===== config.mk =====
export PLATFORM = sky130hd
export DESIGN_NAME = limited_range_histogram_top
export DESIGN_NICKNAME = d
export VERILOG_FILES = /design/src/rtl/core/lrh_pkg.sv /design/src/rtl/core/lrh_bin_ram.sv /design/src/rtl/core/lrh_seq.sv /design/src/rtl/core/limited_range_histogram_top.sv
export SDC_FILE = /design/constraint.sdc
export NUM_CORES = 1
export LEC_CHECK = 0
export BUFFER_PORTS_ARGS = -buffer_cell sky130_fd_sc_hd__buf_4
export CORE_ASPECT_RATIO = 0.75
export CORE_MARGIN = 3
export CORE_UTILIZATION = 60
export DETAILED_ROUTE_END_ITERATION = 8
export MAX_ROUTING_LAYER = met4
export PLACE_DENSITY = 0.77
export SYNTH_ARGS = -nofsm -noshare
export SYNTH_HDL_FRONTEND = slang
export SYNTH_SLANG_ARGS = --single-unit

===== constraint.sdc =====
create_clock -name clk -period 12.52 [get_ports clk]
set_input_delay 0.626 -clock clk [delete_from_list [all_inputs] [get_ports clk]]
set_output_delay 0.626 -clock clk [all_outputs]
set_load 0.05 [all_outputs]

===== src/rtl/core/lrh_pkg.sv =====
package lrh_pkg;

  localparam int MaxItemsDef = 64;
  localparam int ValueWidth  = 16;
  localparam int BinWidth    = 7;

  typedef enum logic [2:0] {
    ST_IDLE,
    ST_LOOKUP,
    ST_UPDATE,
    ST_DUMP_RD,
    ST_DUMP_LD,
    ST_DUMP_OUT
  } state_t;

  typedef struct packed {
    logic in_ready;
    logic rd_lookup;
    logic wr_bin;
    logic rd_dump;
    logic load_out;
    logic out_valid;
  } ctrl_t;

  typedef struct packed {
    logic accept;
    logic bin_hit;
    logic last_in;
    logic last_pend;
    logic out_fire;
    logic final_out;
  } stat_t;

endpackage


===== src/rtl/core/lrh_bin_ram.sv =====
module lrh_bin_ram
  import lrh_pkg::*;
#(
  parameter int Depth = MaxItemsDef,
  parameter int AddrWidth = $clog2(Depth)
) (
  input  logic                 clk,
  input  logic                 we,
  input  logic [AddrWidth-1:0] waddr,
  input  logic [BinWidth-1:0]  wdata,
  input  logic                 re,
  input  logic [AddrWidth-1:0] raddr,
  output logic [BinWidth-1:0]  rdata
);

  logic [BinWidth-1:0] mem [Depth];

  always_ff @(posedge clk) begin
    if (we) begin
      mem[waddr] <= wdata;
    end
  end

  always_ff @(posedge clk) begin
    if (re) begin
      rdata <= mem[raddr];
    end
  end

endmodule


===== src/rtl/core/lrh_seq.sv =====
module lrh_seq
  import lrh_pkg::*;
(
  input  logic  clk,
  input  logic  rst,
  input  stat_t stat,
  output ctrl_t ctrl
);

  state_t state;
  state_t state_next;

  always_ff @(posedge clk) begin
    if (rst) begin
      state <= ST_IDLE;
    end else begin
      state <= state_next;
    end
  end

  always_comb begin
    state_next = state;
    case (state)
      ST_IDLE: begin
        if (stat.accept) begin
          if (stat.bin_hit) begin
            state_next = ST_LOOKUP;
          end else if (stat.last_in) begin
            state_next = ST_DUMP_RD;
          end
        end
      end
      ST_LOOKUP: state_next = ST_UPDATE;
      ST_UPDATE: begin
        state_next = stat.last_pend ? ST_DUMP_RD : ST_IDLE;
      end
      ST_DUMP_RD: state_next = ST_DUMP_LD;
      ST_DUMP_LD: state_next = ST_DUMP_OUT;
      ST_DUMP_OUT: begin
        if (stat.out_fire) begin
          state_next = stat.final_out ? ST_IDLE : ST_DUMP_RD;
        end
      end
      default: state_next = ST_IDLE;
    endcase
  end

  always_comb begin
    ctrl = '0;
    case (state)
      ST_IDLE:     ctrl.in_ready  = 1'b1;
      ST_LOOKUP:   ctrl.rd_lookup = 1'b1;
      ST_UPDATE:   ctrl.wr_bin    = 1'b1;
      ST_DUMP_RD:  ctrl.rd_dump   = 1'b1;
      ST_DUMP_LD:  ctrl.load_out  = 1'b1;
      ST_DUMP_OUT: ctrl.out_valid = 1'b1;
      default:     ctrl = '0;
    endcase
  end

endmodule


===== src/rtl/core/limited_range_histogram_top.sv =====
// Limited-range histogram.
// Input channel (in_valid/in_ready, value, last_item) takes one word per set
// element; last_item marks the final element. Output channel (out_valid/
// out_ready) returns, after the last word, one word per value 1..N with its
// count, where N is the number of words taken in the set (at most MaxItems).
// last_result flags the word for value N; overflow flags a set that carried
// more than MaxItems words (the extra words are dropped).
// Steps: a word whose value falls outside 1..MaxItems, or is dropped, is only
// accepted; a counted word is accepted, its bin read, then its bin written
// through the bin RAM and its one incrementer, and no new word is taken meanwhile.
// After the last word, each result is read, loaded and presented, and waits
// while the receiver holds out_ready low; in_ready stays low
// until the final result is taken, then all bins clear together.
// The result register holds its word while out_ready is low.
// Reset: synchronous rst empties the bins, item count and overflow flag and
// leaves the block ready for a new set.
module limited_range_histogram_top
  import lrh_pkg::*;
#(
  parameter int MaxItems = MaxItemsDef
) (
  input  logic                  clk,
  input  logic                  rst,
  input  logic                  in_valid,
  output logic                  in_ready,
  input  logic [ValueWidth-1:0] value,
  input  logic                  last_item,
  output logic                  out_valid,
  input  logic                  out_ready,
  output logic [BinWidth-1:0]   count,
  output logic [BinWidth-1:0]   bin_value,
  output logic                  last_result,
  output logic                  overflow
);

  localparam int AW = $clog2(MaxItems);
  localparam int CW = $clog2(MaxItems + 1);

  ctrl_t ctrl;
  stat_t stat;

  logic [CW-1:0]       item_count;
  logic                overflow_seen;
  logic [AW-1:0]       val_idx;
  logic                last_r;
  logic [AW-1:0]       k;
  logic [MaxItems-1:0] valid;

  logic                accept;
  logic                out_fire;
  logic                dropped;
  logic                in_range;
  logic [AW-1:0]       raddr;
  logic [BinWidth-1:0] rd_data;
  logic [BinWidth-1:0] bin_cur;
  logic [BinWidth-1:0] inc_in;
  logic [BinWidth-1:0] inc_out;

  assign accept   = in_valid && ctrl.in_ready;
  assign out_fire = ctrl.out_valid && out_ready;
  assign dropped  = (item_count == CW'(MaxItems));
  assign in_range = (value != '0) && (value <= ValueWidth'(MaxItems));

  assign stat.accept    = accept;
  assign stat.bin_hit   = in_range && !dropped;
  assign stat.last_in   = last_item;
  assign stat.last_pend = last_r;
  assign stat.out_fire  = out_fire;
  assign stat.final_out = last_result;

  lrh_seq u_seq (
    .clk  (clk),
    .rst  (rst),
    .stat (stat),
    .ctrl (ctrl)
  );

  assign raddr = ctrl.rd_lookup ? val_idx : k;

  lrh_bin_ram #(
    .Depth (MaxItems)
  ) u_ram (
    .clk   (clk),
    .we    (ctrl.wr_bin),
    .waddr (val_idx),
    .wdata (inc_out),
    .re    (ctrl.rd_lookup || ctrl.rd_dump),
    .raddr (raddr),
    .rdata (rd_data)
  );

  // A bin not written since the last clear reads as zero.
  assign bin_cur = valid[ctrl.wr_bin ? val_idx : k] ? rd_data : '0;

  // Shared incrementer: bin count on update, bin number on dump.
  assign inc_in  = ctrl.wr_bin ? bin_cur : BinWidth'(k);
  assign inc_out = inc_in + BinWidth'(1);

  always_ff @(posedge clk) begin
    if (rst) begin
      item_count    <= '0;
      overflow_seen <= 1'b0;
      valid         <= '0;
      k             <= '0;
    end else begin
      if (accept) begin
        if (dropped) begin
          overflow_seen <= 1'b1;
        end else begin
          item_count <= item_count + CW'(1);
        end
      end
      if (ctrl.wr_bin) begin
        valid[val_idx] <= 1'b1;
      end
      if (out_fire) begin
        if (last_result) begin
          item_count    <= '0;
          overflow_seen <= 1'b0;
          valid         <= '0;
          k             <= '0;
        end else begin
          k <= bin_value[AW-1:0];
        end
      end
    end
  end

  always_ff @(posedge clk) begin
    if (accept) begin
      val_idx <= AW'(value - ValueWidth'(1));
      last_r  <= last_item;
    end
    if (ctrl.load_out) begin
      count       <= bin_cur;
      bin_value   <= inc_out;
      last_result <= (inc_out == BinWidth'(item_count));
    end
  end

  assign in_ready  = ctrl.in_ready;
  assign out_valid = ctrl.out_valid;
  assign overflow  = overflow_seen;

endmodule


==> impl_metrics.json <==
{
  "status": "complete, no violations",
  "core_area_um2": 37200,
  "drt_iter0_drc": 1626,
  "htree_num_levels": 2,
  "crit_required_ns": 12.72,
  "synth_cell_types": 71,
  "nets": 1493,
  "vias": 13100,
  "hold_path_class": "input port to register",
  "multiInputGateArea_um2": 6500,
  "ys_warn_count": 0,
  "vdd_ir_drop_max_v": 0.000133,
  "fin_cells": 2013,
  "power.static_leakage_nw": 8.37,
  "first_pass_iters": 7,
  "start_util_pct": 61.2,
  "ys_seq_area_share_pct": 70.0,
  "power.total_w": 0.00409,
  "netlist_area_um2": 22800,
  "syn_avg_cell_area_um2": 15.8,
  "cts_buffers": 50,
  "dp_cells": 1920,
  "synth_cells": 1446,
  "synth_edf_count": 477,
  "routabilityCongestion": 0.941,
  "dp.final_hpwl_um": 33600,
  "final_common_cell": "edfxtp_1",
  "clockBufferDepth": 3,
  "antenna_left": 0,
  "wl_met3_um": 5150,
  "finalWirelength_um": 54600,
  "hold_viol": 0,
  "grt_max_degree": 96,
  "fin_setup_tns_ns": 0,
  "cts.sinks": 558,
  "syn_nets": 1471,
  "arrival_ns": 6.85,
  "rsz0062_at_grt": "no",
  "portBuffers": 38,
  "finalCriticalPeriod_ns": 6.65,
  "clk_pin_slew_worst_paths_ns": 0.06,
  "m1WireLength_um": 22700,
  "wl_per_cell_um": 27.1,
  "root_buffer": "clkbuf_16",
  "critPathKind": "register to register",
  "whs_ns": 0.247,
  "ys.flop_type": "edfxtp_1",
  "max_stage_delay_ns": 0.86,
  "ctsHoldBuffers": 0,
  "maxCapViolCount": 0,
  "yosys.area.top_type": "edfxtp_1",
  "critPathLaunchType": "register",
  "die_h_um": 175,
  "clock.fmax_mhz": 150,
  "ys_ff_latch": 558,
  "grt_use_total_pct": 28.7,
  "end_kind": "register",
  "seqCellArea_um2": 15900,
  "cts_tree": "yes",
  "areaGrowthSynthToFinish_pct": 10.6,
  "die_width_um": 231,
  "cts_resized": 0,
  "drive_gt1_share_pct": 18.5,
  "tightest_slew_ns": 1.33,
  "finalClockSkew_ns": 0.0169,
  "grt_pass1_vias": 13100,
  "ios": 39,
  "slew_headroom_pct": 11.1,
  "route.top_layer_used": "met4",
  "synth-async-reset-ratio_pct": 0,
  "wl_met2_um": 25400,
  "fin_util_pct": 67.7,
  "cp_max_fo": 67,
  "reg2reg_depth": 15,
  "cp_cell_sequence": "or3b_1 -> buf_4 -> a21oi_2 -> mux4_2 -> a32oi_1 -> o31ai_1 -> o31a_1 -> a32oi_4 -> buf_4 -> inv_1 -> ha_2 -> and3_1 -> a31oi_1 -> o31ai_1 -> nand2_2",
  "antenna_found_initial": 1,
  "fill_cells": 2510,
  "drc": 0,
  "final_cell_mix": "edfxtp_1, nor2_1, mux4_2",
  "cp_slowest_cell": "nand2_2",
  "p_per_area_nw_per_um2": 162,
  "vias_per_cell": 6.48,
  "clk_latency_ns": 0.57,
  "synth_top_area_share_pct": 62.9,
  "die_area_um2": 40400,
  "grt_pass1_wl_um": 83100,
  "num_rows": 61,
  "slew_violations": 0,
  "post_cts_buffers": 0,
  "synth_area_leaders": "edfxtp_1, mux4_2, dfxtp_1",
  "setup_violations": 0,
  "hold_depth": 1,
  "fin_crit_sh_pct": 53.1,
  "grt.overflow.total": 0
}
[flip-flops by register name, summed over array words and instances (netlist names)]
name	count
k	6
overflow	1
last_result	1
valid	64
last_r	1
bin_value	7
u_seq.state	3
val_idx	6
u_ram.mem	448
count	7
item_count	7
u_ram.rdata	7
[cell usage after synthesis, types with 7 or more instances]
cell and instances:
nand2_1 94, dfxtp_1 81, nor3_1 13, clkbuf_1 61, a21oi_1 43, edfxtp_1 477
mux4_2 114, and3_1 9, nand3_1 9, nor2b_1 8, a31oi_1 24, nor3b_1 7
inv_1 18, and2_1 40, a211oi_1 48, nand2b_1 9, buf_2 18, mux2i_1 22
xnor2_1 12, nor2_1 218, a311oi_1 15
[path summary, 6_finish.rpt]
| kind | endpoint | slack [ns] | from |
|---|---|---|---|
| worst min register to register | valid[19] | 0.47 | valid[19] |
| worst max-delay path | u_ram.mem[57][6] | 5.87 | u_seq.state[1] |
| worst max register to register | u_ram.mem[57][6] | 5.87 | u_seq.state[1] |
| worst min-delay path | last_r | 0.25 | last_item |
[area by class of cell]
class / count / share of cell area (%)
sequential: 558 / 63.3
antenna: 1 / 0.00993
inverter: 18 / 0.268
tap: 504 / 2.50
clock inverter: 20 / 0.591
clock buffer: 72 / 5.73
timing repair buffer: 59 / 1.81
multi-input combinational: 781 / 25.8
[per-stage QoR]
step | worst slack [ns] | cell area, um2
6_report | 5.87 | 25200
5_1_grt | 5.45 | 25200
4_1_cts | 5.93 | 25200
3_5_place_dp | 5.92 | 23600
3_3_place_gp | 6.27 | 23600
2_1_floorplan | 5.18 | 22800
[worst max-delay path: cells and delay by family, from the launching register on]
kind	cells	cell delay, ns
buf+inv	3	0.97
fa+ha+maj	1	0.25
flops	1	0.52
compound gates	7	2.37
mux	1	0.60
simple gates	3	1.45
[where the power goes]
| group | internal (W) | switching (W) | total [W] | leakage, nW |
|---|---|---|---|---|
| Sequential | 0.00206 | 0.0000353 | 0.00209 | 5.03 |
| Clock | 0.000842 | 0.000651 | 0.00149 | 0.782 |
| Combinational | 0.000184 | 0.000320 | 0.000505 | 2.56 |
[routing by layer]
metal	vias to the layer above	global-route usage, %
li1	5641	-
met1	6752	40.6
met2	569	42.2
met3	91	7.63
met4	0	7.43
met5	-	-
[cell families (layout without fill, tap and decap cells)]
kind of cell	after synthesis	after routing	share of synthesized area, %
flops	558	558	70.0
buf+inv	107	169	1.95
mux	142	142	12.5
simple gates	436	436	8.76
other cells	0	1	0
fa+ha+maj	4	4	0.220
compound gates	180	180	5.69
xor+xnor	19	19	0.851
No activity file was read; power rests on OpenSTA's default activity.
